## src/scs1a_pkg.sv

```systemverilog
// ----------------------------------------------------------------------------
// scs1a_pkg
// Types, key codes and translation tables for the scan code decoder.
// ----------------------------------------------------------------------------
`default_nettype none

package scs1a_pkg;

    localparam int KEY_COUNT = 128;

    localparam logic [7:0] CAPS_KEY    = 8'h3a;
    localparam logic [7:0] PREFIX_BYTE = 8'he0;
    localparam logic [6:0] K_LSHIFT    = 7'h2a;
    localparam logic [6:0] K_RSHIFT    = 7'h36;
    localparam logic [6:0] K_CTRL      = 7'h1d;
    localparam logic [6:0] K_ALT       = 7'h38;
    localparam logic [6:0] CASE_STEP   = 7'd32;
    localparam logic [7:0] LED_CMD     = 8'hed;

    typedef struct packed {
        logic [KEY_COUNT-1:0] key_down;
        logic [KEY_COUNT-1:0] ext_down;
        logic                 ext_pending;
        logic                 caps_on;
    } key_state_t;

    typedef struct packed {
        logic       char_valid;
        logic [6:0] char_code;
        logic       led_update;
        logic [2:0] led_bits;
        logic       shift_on;
        logic       ctrl_on;
        logic       alt_on;
    } result_t;

    function automatic logic [6:0] common_char(input logic [6:0] k);
        logic [6:0] c;
        case (k)
            7'h0e: c = 7'h08;
            7'h0f: c = 7'h09;
            7'h1c: c = 7'h0a;
            7'h37: c = 7'h2a;
            7'h39: c = 7'h20;
            7'h47: c = 7'h37;
            7'h48: c = 7'h38;
            7'h49: c = 7'h39;
            7'h4a: c = 7'h2d;
            7'h4b: c = 7'h34;
            7'h4c: c = 7'h35;
            7'h4d: c = 7'h36;
            7'h4e: c = 7'h2b;
            7'h4f: c = 7'h31;
            7'h50: c = 7'h32;
            7'h51: c = 7'h33;
            7'h52: c = 7'h30;
            7'h53: c = 7'h2e;
            default: c = 7'h00;
        endcase
        return c;
    endfunction

    function automatic logic [6:0] plain_char(input logic [6:0] k);
        logic [6:0] c;
        case (k)
            7'h02: c = 7'h31;
            7'h03: c = 7'h32;
            7'h04: c = 7'h33;
            7'h05: c = 7'h34;
            7'h06: c = 7'h35;
            7'h07: c = 7'h36;
            7'h08: c = 7'h37;
            7'h09: c = 7'h38;
            7'h0a: c = 7'h39;
            7'h0b: c = 7'h30;
            7'h0c: c = 7'h2d;
            7'h0d: c = 7'h3d;
            7'h10: c = 7'h71;
            7'h11: c = 7'h77;
            7'h12: c = 7'h65;
            7'h13: c = 7'h72;
            7'h14: c = 7'h74;
            7'h15: c = 7'h79;
            7'h16: c = 7'h75;
            7'h17: c = 7'h69;
            7'h18: c = 7'h6f;
            7'h19: c = 7'h70;
            7'h1a: c = 7'h5b;
            7'h1b: c = 7'h5d;
            7'h1e: c = 7'h61;
            7'h1f: c = 7'h73;
            7'h20: c = 7'h64;
            7'h21: c = 7'h66;
            7'h22: c = 7'h67;
            7'h23: c = 7'h68;
            7'h24: c = 7'h6a;
            7'h25: c = 7'h6b;
            7'h26: c = 7'h6c;
            7'h27: c = 7'h3b;
            7'h28: c = 7'h27;
            7'h2b: c = 7'h5c;
            7'h2c: c = 7'h7a;
            7'h2d: c = 7'h78;
            7'h2e: c = 7'h63;
            7'h2f: c = 7'h76;
            7'h30: c = 7'h62;
            7'h31: c = 7'h6e;
            7'h32: c = 7'h6d;
            7'h33: c = 7'h2c;
            7'h34: c = 7'h2e;
            7'h35: c = 7'h2f;
            default: c = common_char(k);
        endcase
        return c;
    endfunction

    function automatic logic [6:0] shift_char(input logic [6:0] k);
        logic [6:0] c;
        case (k)
            7'h02: c = 7'h21;
            7'h03: c = 7'h40;
            7'h04: c = 7'h23;
            7'h05: c = 7'h24;
            7'h06: c = 7'h25;
            7'h07: c = 7'h5e;
            7'h08: c = 7'h26;
            7'h09: c = 7'h2a;
            7'h0a: c = 7'h28;
            7'h0b: c = 7'h29;
            7'h0c: c = 7'h5f;
            7'h0d: c = 7'h2b;
            7'h10: c = 7'h51;
            7'h11: c = 7'h57;
            7'h12: c = 7'h45;
            7'h13: c = 7'h52;
            7'h14: c = 7'h54;
            7'h15: c = 7'h59;
            7'h16: c = 7'h55;
            7'h17: c = 7'h49;
            7'h18: c = 7'h4f;
            7'h19: c = 7'h50;
            7'h1a: c = 7'h7b;
            7'h1b: c = 7'h7d;
            7'h1e: c = 7'h41;
            7'h1f: c = 7'h53;
            7'h20: c = 7'h44;
            7'h21: c = 7'h46;
            7'h22: c = 7'h47;
            7'h23: c = 7'h48;
            7'h24: c = 7'h4a;
            7'h25: c = 7'h4b;
            7'h26: c = 7'h4c;
            7'h27: c = 7'h3a;
            7'h28: c = 7'h22;
            7'h2b: c = 7'h7c;
            7'h2c: c = 7'h5a;
            7'h2d: c = 7'h58;
            7'h2e: c = 7'h43;
            7'h2f: c = 7'h56;
            7'h30: c = 7'h42;
            7'h31: c = 7'h4e;
            7'h32: c = 7'h4d;
            7'h33: c = 7'h3c;
            7'h34: c = 7'h3e;
            7'h35: c = 7'h3f;
            default: c = common_char(k);
        endcase
        return c;
    endfunction

    function automatic logic [6:0] swap_case(input logic [6:0] c);
        logic [6:0] r;
        r = c;
        if (c >= 7'h61 && c <= 7'h7a) begin
            r = c - CASE_STEP;
        end
        else if (c >= 7'h41 && c <= 7'h5a) begin
            r = c + CASE_STEP;
        end
        return r;
    endfunction

endpackage

`default_nettype wire

```

## src/scan_code_set1_to_ascii.sv

```systemverilog
// Each accepted scan word passes the input register, then the result register.
// Throughput: one word per cycle unless a result stall holds the words; key state
// updates as a word enters the result register; the next word sees it on the following cycle.
// Reset: asynchronous, active low; clears both pressed maps, the prefix and
// caps lock flags, and both valid flags.
// ----------------------------------------------------------------------------
// scan_code_set1_to_ascii
// Scan code set 1 decoder with input and result registers.
// ----------------------------------------------------------------------------
`default_nettype none

module scan_code_set1_to_ascii
(
    input  wire logic       clk,
    input  wire logic       rst_n,
    input  wire logic       scan_valid,
    output logic            scan_stall,
    input  wire logic [7:0] scan_byte,
    output logic            result_valid,
    input  wire logic       result_stall,
    output logic            char_valid,
    output logic [6:0]      char_code,
    output logic            led_update,
    output logic [2:0]      led_bits,
    output logic            shift_on,
    output logic            ctrl_on,
    output logic            alt_on
);
    import scs1a_pkg::*;

    logic       in_valid_reg;
    logic [7:0] in_byte_reg;
    logic       out_valid_reg;
    result_t    out_reg;

    logic       out_free;
    logic       advance;
    key_state_t cur_state;
    key_state_t next_state;
    result_t    res;

    assign out_free   = !out_valid_reg || !result_stall;
    assign advance    = in_valid_reg && out_free;
    assign scan_stall = in_valid_reg && !out_free;

    always_ff @(posedge clk or negedge rst_n)
    begin
        if (!rst_n) begin
            in_valid_reg  <= 1'b0;
            out_valid_reg <= 1'b0;
        end
        else begin
            if (!scan_stall) begin
                in_valid_reg <= scan_valid;
            end
            if (out_free) begin
                out_valid_reg <= in_valid_reg;
            end
        end
    end

    always_ff @(posedge clk)
    begin
        if (scan_valid && !scan_stall) begin
            in_byte_reg <= scan_byte;
        end
        if (advance) begin
            out_reg <= res;
        end
    end

    scs1a_key_state u_state
    (
        .clk        (clk),
        .rst_n      (rst_n),
        .update     (advance),
        .state_next (next_state),
        .state      (cur_state)
    );

    scs1a_decode u_decode
    (
        .scan_byte (in_byte_reg),
        .cur       (cur_state),
        .nxt       (next_state),
        .res       (res)
    );

    assign result_valid = out_valid_reg;
    assign char_valid   = out_reg.char_valid;
    assign char_code    = out_reg.char_code;
    assign led_update   = out_reg.led_update;
    assign led_bits     = out_reg.led_bits;
    assign shift_on     = out_reg.shift_on;
    assign ctrl_on      = out_reg.ctrl_on;
    assign alt_on       = out_reg.alt_on;

endmodule

`default_nettype wire

```

## src/scs1a_decode.sv

```systemverilog
// ----------------------------------------------------------------------------
// scs1a_decode
// Next key state and result for one scan byte.
// ----------------------------------------------------------------------------
`default_nettype none

module scs1a_decode
(
    input  wire logic [7:0]             scan_byte,
    input  wire scs1a_pkg::key_state_t  cur,
    output scs1a_pkg::key_state_t       nxt,
    output scs1a_pkg::result_t          res
);
    import scs1a_pkg::*;

    logic [6:0] k;
    logic [6:0] ch;
    logic       led;
    logic       shift_held;

    assign k = scan_byte[6:0];

    always_comb
    begin
        nxt        = cur;
        ch         = 7'h00;
        led        = 1'b0;
        shift_held = 1'b0;
        if (!scan_byte[7]) begin
            if (cur.ext_pending) begin
                nxt.ext_down[k]  = 1'b1;
                nxt.ext_pending  = 1'b0;
            end
            else if (scan_byte == CAPS_KEY) begin
                nxt.caps_on = !cur.caps_on;
                led         = 1'b1;
            end
            else begin
                nxt.key_down[k] = 1'b1;
                shift_held = nxt.key_down[K_LSHIFT] | nxt.key_down[K_RSHIFT];
                ch = shift_held ? shift_char(k) : plain_char(k);
                if (cur.caps_on) begin
                    ch = swap_case(ch);
                end
            end
        end
        else if (scan_byte == PREFIX_BYTE) begin
            nxt.ext_pending = 1'b1;
        end
        else if (cur.ext_pending) begin
            nxt.ext_down[k] = 1'b0;
            nxt.ext_pending = 1'b0;
        end
        else begin
            nxt.key_down[k] = 1'b0;
        end
    end

    always_comb
    begin
        res.char_valid = (ch != 7'h00);
        res.char_code  = ch;
        res.led_update = led;
        res.led_bits   = {nxt.caps_on, 2'b00};
        res.shift_on   = nxt.key_down[K_LSHIFT] | nxt.key_down[K_RSHIFT];
        res.ctrl_on    = nxt.key_down[K_CTRL] | nxt.ext_down[K_CTRL];
        res.alt_on     = nxt.key_down[K_ALT] | nxt.ext_down[K_ALT];
    end

endmodule

`default_nettype wire

```

## src/scs1a_key_state.sv

```systemverilog
// ----------------------------------------------------------------------------
// scs1a_key_state
// Pressed maps, prefix flag and caps lock flag.
// ----------------------------------------------------------------------------
`default_nettype none

module scs1a_key_state
(
    input  wire logic                   clk,
    input  wire logic                   rst_n,
    input  wire logic                   update,
    input  wire scs1a_pkg::key_state_t  state_next,
    output scs1a_pkg::key_state_t       state
);
    import scs1a_pkg::*;

    key_state_t state_reg;

    always_ff @(posedge clk or negedge rst_n)
    begin
        if (!rst_n) begin
            state_reg <= '0;
        end
        else if (update) begin
            state_reg <= state_next;
        end
    end

    assign state = state_reg;

endmodule

`default_nettype wire

```

## config.mk

```make
export PLATFORM = sky130hd
export DESIGN_NAME = scan_code_set1_to_ascii
export DESIGN_NICKNAME = d
export VERILOG_FILES = /design/src/scs1a_pkg.sv /design/src/scan_code_set1_to_ascii.sv /design/src/scs1a_decode.sv /design/src/scs1a_key_state.sv
export SDC_FILE = /design/constraint.sdc
export NUM_CORES = 1
export LEC_CHECK = 0
export ABC_CLOCK_PERIOD_IN_PS = 7500
export BUFFER_PORTS_ARGS = -buffer_cell sky130_fd_sc_hd__buf_2
export CAP_MARGIN = 0
export CORE_UTILIZATION = 60
export DETAILED_ROUTE_END_ITERATION = 12
export PLACE_DENSITY = 0.78
export SYNTH_ARGS = -nofsm -noshare
export SYNTH_HDL_FRONTEND = slang
export SYNTH_SLANG_ARGS = --single-unit
```

## constraint.sdc

```tcl
create_clock -name clk -period 7.5 [get_ports clk]
set_input_delay 2.25 -clock clk [delete_from_list [all_inputs] [get_ports clk]]
set_output_delay 2.25 -clock clk [all_outputs]
set_load 0.01 [all_outputs]
```

# After elaboration in Yosys (flattened, before gate mapping)
# Index checks and enable logic that the tools add are counted.
[totals] register_bits=281 in_bits=12 wordCells=151
[op_classes] n_addsub=2 order_cmp=6 n_eq_ne=70 n_mux=30 n_bitwise=9 n_reduce_logical=18
[ops] cell="$pmux 7 s46" n=2
[ops] cell="$mux 128" n=3
[ops] cell="$mux 129" n=2
[ops] cell="$mux 257" n=1
[ops] cell="$and 128x128->128" n=2
[ops] cell="$mux 256" n=1
[ops] cell="$or 128x128->128" n=2
[ops] cell="$eq 7x6->1 const B" n=22
[ops] cell="$not 128->128" n=1
[ops] cell="$pmux 6 s18" n=1
[ops] cell="$eq 7x5->1 const B" n=15
[ops] cell="$eq 7x7->1 const B" n=13
[ops] cell="$mux 7" n=13
[ops] cell="$eq 7x4->1 const B" n=8
[ops] cell="$eq 7x3->1 const B" n=4
[ops] cell="$eq 7x2->1 const B" n=2
[ops] cell="$ge 7x7->1 const B" n=2
[ops] cell="$le 7x7->1 const B" n=2
[ops] cell="$eq 8x6->1 const B" n=1
[ops] cell="$eq 8x8->1 const B" n=1
[ops] cell="$lt 7x8->1 const B" n=1
[ops] cell="$add 7x6->7 const B" n=1
[ops] cell="$demux 1 s7" n=1
[ops] cell="$ge 7x1->1 const B" n=1
[ops] cell="13 further kinds" n=33

# Longest topological paths before layout
# Gate-level depths: netlist of run 1.
[logic_depth] depth_word=16 depth_mapped=16

# By module
# From an unflattened synthesis of run 1, not the netlist that was laid out.
[unflattened] cells_unflattened=1552 hier_area_um2=16856.2
[modules_own_cells] mod="scs1a_key_state" n_inst=1 cells_each=545 area_each_um2=10431.3
[modules_own_cells] mod="scs1a_decode" n_inst=1 cells_each=976 area_each_um2=5641.7
[modules_own_cells] mod="scan_code_set1_to_ascii" n_inst=1 cells_each=31 area_each_um2=783.3

# Least setup slack after synthesis of run 1
# OpenSTA, ideal clock, no wires.
[synth_timing] path_kind="input to output" from="in result_stall" to="out scan_stall" arrival_time_ns=2.426 required_ns=5.250 slack_ns=2.824 path_stages=2 path_buffers=0 path_cell_list="nand3_1 > inv_1"
[synth_via] elab_chain_len=4
[synth_lines] element="from (decl)" line="scan_code_set1_to_ascii.sv:20" text="input wire logic result_stall,"
[synth_lines] element="$logic_not 1->1" line="scan_code_set1_to_ascii.sv:42" text="assign out_free = !out_valid_reg || !result_stall;"
[synth_lines] element="$logic_or 1x1->1" line="scan_code_set1_to_ascii.sv:42"
[synth_lines] element="$logic_not 1->1" line="scan_code_set1_to_ascii.sv:44" text="assign scan_stall = in_valid_reg && !out_free;"
[synth_lines] element="$logic_and 1x1->1" line="scan_code_set1_to_ascii.sv:44"
[synth_lines] element="to (decl)" line="scan_code_set1_to_ascii.sv:17" text="output logic scan_stall,"
# No other way between the ends.

# Worst setup path after layout of run 1
# Ends and elaborated chain as after synthesis.

==> results.ini, run 1 <==
[sta]
hold_viol_final = 0
final_max_slew_viol_count = 0
fmax_mhz = 205
tightest_slew_ps = 1090
finalSetupTns_ps = 0
rsz0062_at_grt = false
slew_headroom_pct = 27.6
skew_ps = 5.52
period_minus_slack_ps = 4880
whs_ps = 515
finalSetupViolations = 0
period_share_pct = 65.0

[floorplan]
die_w_microns = 73.7
io_pins = 29
die_y_microns = 73.7
die_area_sq_um = 5420
std_cell_rows = 25
core_sq_um = 4820
start_util_pct = 63.9

[layout]
design_area_sq_um = 3260
drive_gt1_share_pct = 15.5
nets = 394
antenna_cells = 0
final_util_pct = 67.7
area_growth_pct = 5.85

[power]
vdd_drop_max_mv = 0.174
power_density_nw_per_um2 = 154
total_leakage_power_nw = 1.24
p_total_w = 0.000502

[routing]
drt_wl_total_mm = 7.87
dr.max_layer_used = met4
drt_pre_antenna_iters = 5
wl_met2_mm = 3.47
wl_met1_mm = 3.49
antenna_left = 0
vias = 3003
met3RoutedLength_microns = 685
wl_per_cell_microns = 17.6
drc = 0
drt_iter0_drc = 499
viasPerCell = 6.70

[synthesis]
synth_seq_cells = 31
synth_edf_count = 21
synth_top_area_share_pct = 20.5
synth_seq_area_share_pct = 28.6
syn_area_per_cell_sq_um = 8.30
synthFlopType = edfxtp_1
ys_top_cells_by_area = edfxtp_1 20%, dfrtp_1 8.1%, nand2_1 4.1%
yosys.area.top_type = edfxtp_1
synth_area_sq_um = 3080
ys_async_sr_fraction_pct = 32.3
syn_inst = 371
post_synth_num_cell_types = 82
synth_warnings = 0

[clock_tree]
h-tree-depth = 2
cts_buffer_depth = 2
cts.repair.resized = 0
clkLatencyLatePin_ps = 280
root_buffer = clkbuf_8
path_clk_slew_ps = 60
postCtsSetupBuffers = 0
clock_sinks = 31
postCtsHoldBufs = 0
cts_tree = yes
cts_inserted_buffers = 5

[run]
maxCapViolCount = 0

[placed_design]
gp_congestion = 0.951
dp_hpwl_mm = 5.38
place_area_sq_um = 3170
io_buffers = 26

[global_routing]
grt_start_max_net_pins = 51
grt_overflow = 0
grtUsageTotal_pct = 31.5
grt_pass1_wl_mm = 13.0
grt_pass1_vias = 2584
antenna_found_initial = 0

[min_path]
hold_path_class = flop to flop
min_path_cells = 1

[setup_path]
critPathLaunchType = input pin
r2r_cells = 12
crit_fanout = 3
worstPathRequired_ps = 5250
worstPathArrival_ps = 2630
crit_path_end_kind = primary output
critPathKind = input pin to primary output

[status]
outcome = finished, final reports clean

-- cell families (layout without fill, tap and decap cells) --
family / count (synthesis) / after routing / synth area share (%)
AO/OA/AOI/OAI: 113 / 113 / 28.0
adder cells (fa/ha/maj): 3 / 3 / 1.14
other: 1 / 2 / 0.122
AND/OR/NAND/NOR: 173 / 173 / 32.0
multiplexers: 6 / 6 / 1.95
buffers and inverters: 39 / 48 / 6.70
flip-flops: 31 / 31 / 28.6
XOR/XNOR: 5 / 5 / 1.42
-- critical path, cell delays in order --
cell and delay, ps:
buf_2 100, nand3_1 100, inv_1 50, buf_2 130
-- per-layer routing --
layer	up-vias	GRT usage, %
met3	27	6.17
met1	1358	44.1
li1	1432	-
met2	186	46.4
met5	-	0
met4	0	15.0
-- cell usage in the layout (no fill, tap or decap), types with 4 or more instances in the layout --
cell type  Yosys  final
mux2i_1        6      6
a31oi_1        7      7
and2b_1        5      5
o31ai_1        8      8
o21ai_1        6      6
buf_2         15     26
and3b_1        5      5
inv_1          8      8
nand4_1        6      6
nand2_1       34     34
nor2b_1       15     15
nor3_1        11     11
or3_1          4      4
a211oi_1       4      4
a32oi_1        4      4
xnor2_1        4      4
clkbuf_8       0      6
a21oi_1       11     11
edfxtp_1      21     21
o21ai_0       15     15
o211ai_1       6      6
dfrtp_1       10     10
a32o_1         4      4
nor3b_1        7      7
and2_1         6      6
and3_1         6      6
a22o_1         5      5
nand3_1        8      8
buf_4          7      6
nand2b_1      11     11
nor2_1        31     31
-- area by class of cell --
class	count	area, sq um
inverters	8	30.0
clock inverters	2	11.3
flip-flops and latches	31	881
fillers	410	1560
repair buffers	32	175
multi-input cells	302	2000
clock buffers	6	82.6
well taps	67	83.8
-- where the power goes --
part | internal, W | leakage (nW) | switching (W)
logic | 0.0000593 | 0.859 | 0.000101
clock network | 0.0000730 | 0.0449 | 0.0000599
registers | 0.000199 | 0.338 | 0.00000877
total | 0.000332 | 1.24 | 0.000170
-- cells in the mapped netlist, types with 8 or more instances --
| cell type | count |
|---|---|
| a21oi_1 | 11 |
| nor2_1 | 31 |
| nand2b_1 | 11 |
| dfrtp_1 | 10 |
| nand3_1 | 8 |
| o31ai_1 | 8 |
| buf_2 | 15 |
| nand2_1 | 34 |
| o21ai_0 | 15 |
| nor2b_1 | 15 |
| nor3_1 | 11 |
| edfxtp_1 | 21 |
| inv_1 | 8 |
-- stage by stage --
stage | std cells | setup WS [ps]
finish | 448 | 2620
global route | 448 | 2610
CTS | 448 | 2620
detailed placement | 440 | 2620
global placement | 440 | 2640
floorplan | 372 | 2820
-- path summary, 6_finish.rpt --
kind | from | to | slack (ps)
setup / recovery | result_stall | scan_stall | 2620
hold / removal | in_valid_reg$_DFFE_PN0N_ | result_valid$_DFFE_PN0N_ | 510
setup reg to reg | in_byte_reg[0]$_DFFE_PP_ | char_valid$_DFFE_PP_ | 3110
hold reg to reg | in_valid_reg$_DFFE_PN0N_ | result_valid$_DFFE_PN0N_ | 510
max in group asynchronous | rst_n | u_state.state[159]$_DFFE_PN0P_ | 5490
min in group asynchronous | rst_n | u_state.state[1]$_DFFE_PN0P_ | 1820
Note: power is estimated with default switching activity, not from simulation.
==> inputs of run 2 (changes only) <==
--- a/config.mk
+++ b/config.mk
@@ -5,12 +5,12 @@
 export SDC_FILE = /design/constraint.sdc
 export NUM_CORES = 1
 export LEC_CHECK = 0
-export ABC_CLOCK_PERIOD_IN_PS = 7500
+export ABC_CLOCK_PERIOD_IN_PS = 4200
 export BUFFER_PORTS_ARGS = -buffer_cell sky130_fd_sc_hd__buf_2
 export CAP_MARGIN = 0
-export CORE_UTILIZATION = 60
+export CORE_UTILIZATION = 55
 export DETAILED_ROUTE_END_ITERATION = 12
-export PLACE_DENSITY = 0.78
+export PLACE_DENSITY = 0.75
 export SYNTH_ARGS = -nofsm -noshare
 export SYNTH_HDL_FRONTEND = slang
 export SYNTH_SLANG_ARGS = --single-unit
==> constraint.sdc (replaced) <==
create_clock -name clk -period 4.2 [get_ports clk]
set_input_delay 1.26 -clock clk [delete_from_list [all_inputs] [get_ports clk]]
set_output_delay 1.26 -clock clk [all_outputs]
set_load 0.01 [all_outputs]
==> results.ini, run 2 (synthesis gave the netlist of run 1 again) <==
[clock_tree]
clock_sinks = 31
path_clk_slew_ps = 60
cts_tree = yes
cts_inserted_buffers = 5
clkLatencyLatePin_ps = 280
root_buffer = clkbuf_8
cts_buffer_depth = 2
h-tree-depth = 2
postCtsHoldBufs = 0

[sta]
finalSetupTns_ps = 0
tightest_slew_ps = 618
slew_headroom_pct = 58.7
finalSetupViolations = 0
fmax_mhz = 255
skew_ps = 2.27
period_share_pct = 93.4
whs_ps = 511
fin_ws_ps = 276
final_max_slew_viol_count = 0
hold_viol_final = 0
rsz0062_at_grt = false
period_minus_slack_ps = 3920

[power]
p_seq_share_pct = 40.3
p_int_w = 0.000613
total_leakage_power_nw = 1.36
p_total_w = 0.000934
pwr-share-clk_pct = 25.6
swShare_pct = 34.3
power_switching_w = 0.000321
p_comb_share_pct = 34.1
vdd_drop_max_mv = 0.233
power_density_nw_per_um2 = 270

[floorplan]
io_pins = 29
die_area_sq_um = 5900
die_y_microns = 76.8
core_sq_um = 5240
start_util_pct = 58.8
die_w_microns = 76.8
std_cell_rows = 26

[layout]
antenna_cells = 0
area_growth_pct = 12.1
nets = 417
finalNonFillerCells = 474
final_cell_mix = 34 x nand2_1, 31 x nor2_1, 28 x buf_4
nFillCells = 468
drive_gt1_share_pct = 20.5
layout.cells.most_common = nand2_1

[setup_path]
slowest_stage = edfxtp_1
slowest_delay_ps = 560
critPathLaunchType = flop
crit_buf_inv = 1
worstPathCellList = nor2b_2, o2111a_1, a211oi_2, and3_4, a31oi_1, o41ai_2, inv_1, ha_1, a31oi_1, o221ai_1, or3_1, a31oi_1, o21bai_1
worstPathRequired_ps = 4320
crit_fanout = 14
critPathTopFamily = compound AO/OA/AOI/OAI gates
worstPathArrival_ps = 4050
cp_common_cell = a31oi_1
critPathKind = flop to flop
crit_path_end_kind = flop

[global_routing]
grt_pass1_wl_mm = 15.1
antenna_found_initial = 0
grt_overflow = 0
grt_start_max_net_pins = 40
grtUsageTotal_pct = 32.6
grt_pass1_vias = 3061

[routing]
drt_iter0_drc = 360
antenna_left = 0
viasPerCell = 6.70
wl_per_cell_microns = 19.6
drt_pre_antenna_iters = 5
vias = 3176
drt_wl_total_mm = 9.27
drc = 0

[placed_design]
dp_cells = 465
gp_congestion = 1.01
place_ws_ps = 211
dp_hpwl_mm = 6.98
io_buffers = 26

[status]
outcome = finished, final reports clean

[min_path]
hold_path_class = flop to flop

[run]
maxCapViolCount = 0

[run 2: final cells by class]
cell class,count,area (sq um),area share (%)
clock buffer,7,86.3,2.50
clock inverter,1,5.00,0.145
inverter,8,30.0,0.870
multi-input combinational,302,2000,58.0
sequential,31,881,25.5
tap,70,87.6,2.54
timing repair buffer,55,360,10.4
[run 2: final timing paths]
check | from | end | slack, ps | cells after the start
worst max-delay path | in_byte_reg[4]$_DFFE_PP_ | char_valid$_DFFE_PP_ | 280 | 13
worst min-delay path | in_valid_reg$_DFFE_PN0N_ | result_valid$_DFFE_PN0N_ | 510 | 1
worst max register to register | in_byte_reg[4]$_DFFE_PP_ | char_valid$_DFFE_PP_ | 280 | 13
worst min register to register | in_valid_reg$_DFFE_PN0N_ | result_valid$_DFFE_PN0N_ | 510 | 1
max in group asynchronous | rst_n | u_state.state[1]$_DFFE_PN0P_ | 3180 | 1
min in group asynchronous | rst_n | u_state.state[0]$_DFFE_PN0P_ | 830 | 1
[run 2: what timing repair did]
item                                    in CTS  in global routing
endpoints found under the hold margin        0                  0
buffers inserted                             0                  1
gates resized for setup                      0                  1
endpoints found under the setup margin       0                  2
[run 2: metrics by stage]
stage	util [%]	area, sq um
after global routing	65.9	3450
final	65.9	3450
after detailed placement	63.9	3350
after floorplan	-	3080
after CTS	65.7	3440
after global placement	63.9	3350
[run 2: power groups by stage]
stage	registers [W]	logic [W]	clock network (W)
global placement	0.000381	0.000304	0
detailed placement	0.000382	0.000306	0
floorplan	0.000381	0.000215	0
finish	0.000376	0.000319	0.000239
global route	0.000379	0.000342	0.000260
CTS	0.000376	0.000308	0.000242
[run 2: routing by layer]
layer / part of all wire [%] / up-vias / wire, microns / GRT usage (%)
li1: - / 1472 / - / -
met1: 41 / 1487 / 3840 / 41.0
met2: 46 / 185 / 4250 / 53.1
met3: 9.0 / 32 / 832 / 8.10
met4: 3.7 / 0 / 347 / 13.3
met5: 0 / - / 0 / 0
[run 2: worst register-to-register path, cell delays in order, from the launching register on]
cell and delay (ps):
edfxtp_1 560, nor2b_2 270, o2111a_1 320, a211oi_2 280, and3_4 270, a31oi_1 70
o41ai_2 360, inv_1 150, ha_1 300, a31oi_1 200, o221ai_1 210, or3_1 390
a31oi_1 240, o21bai_1 150
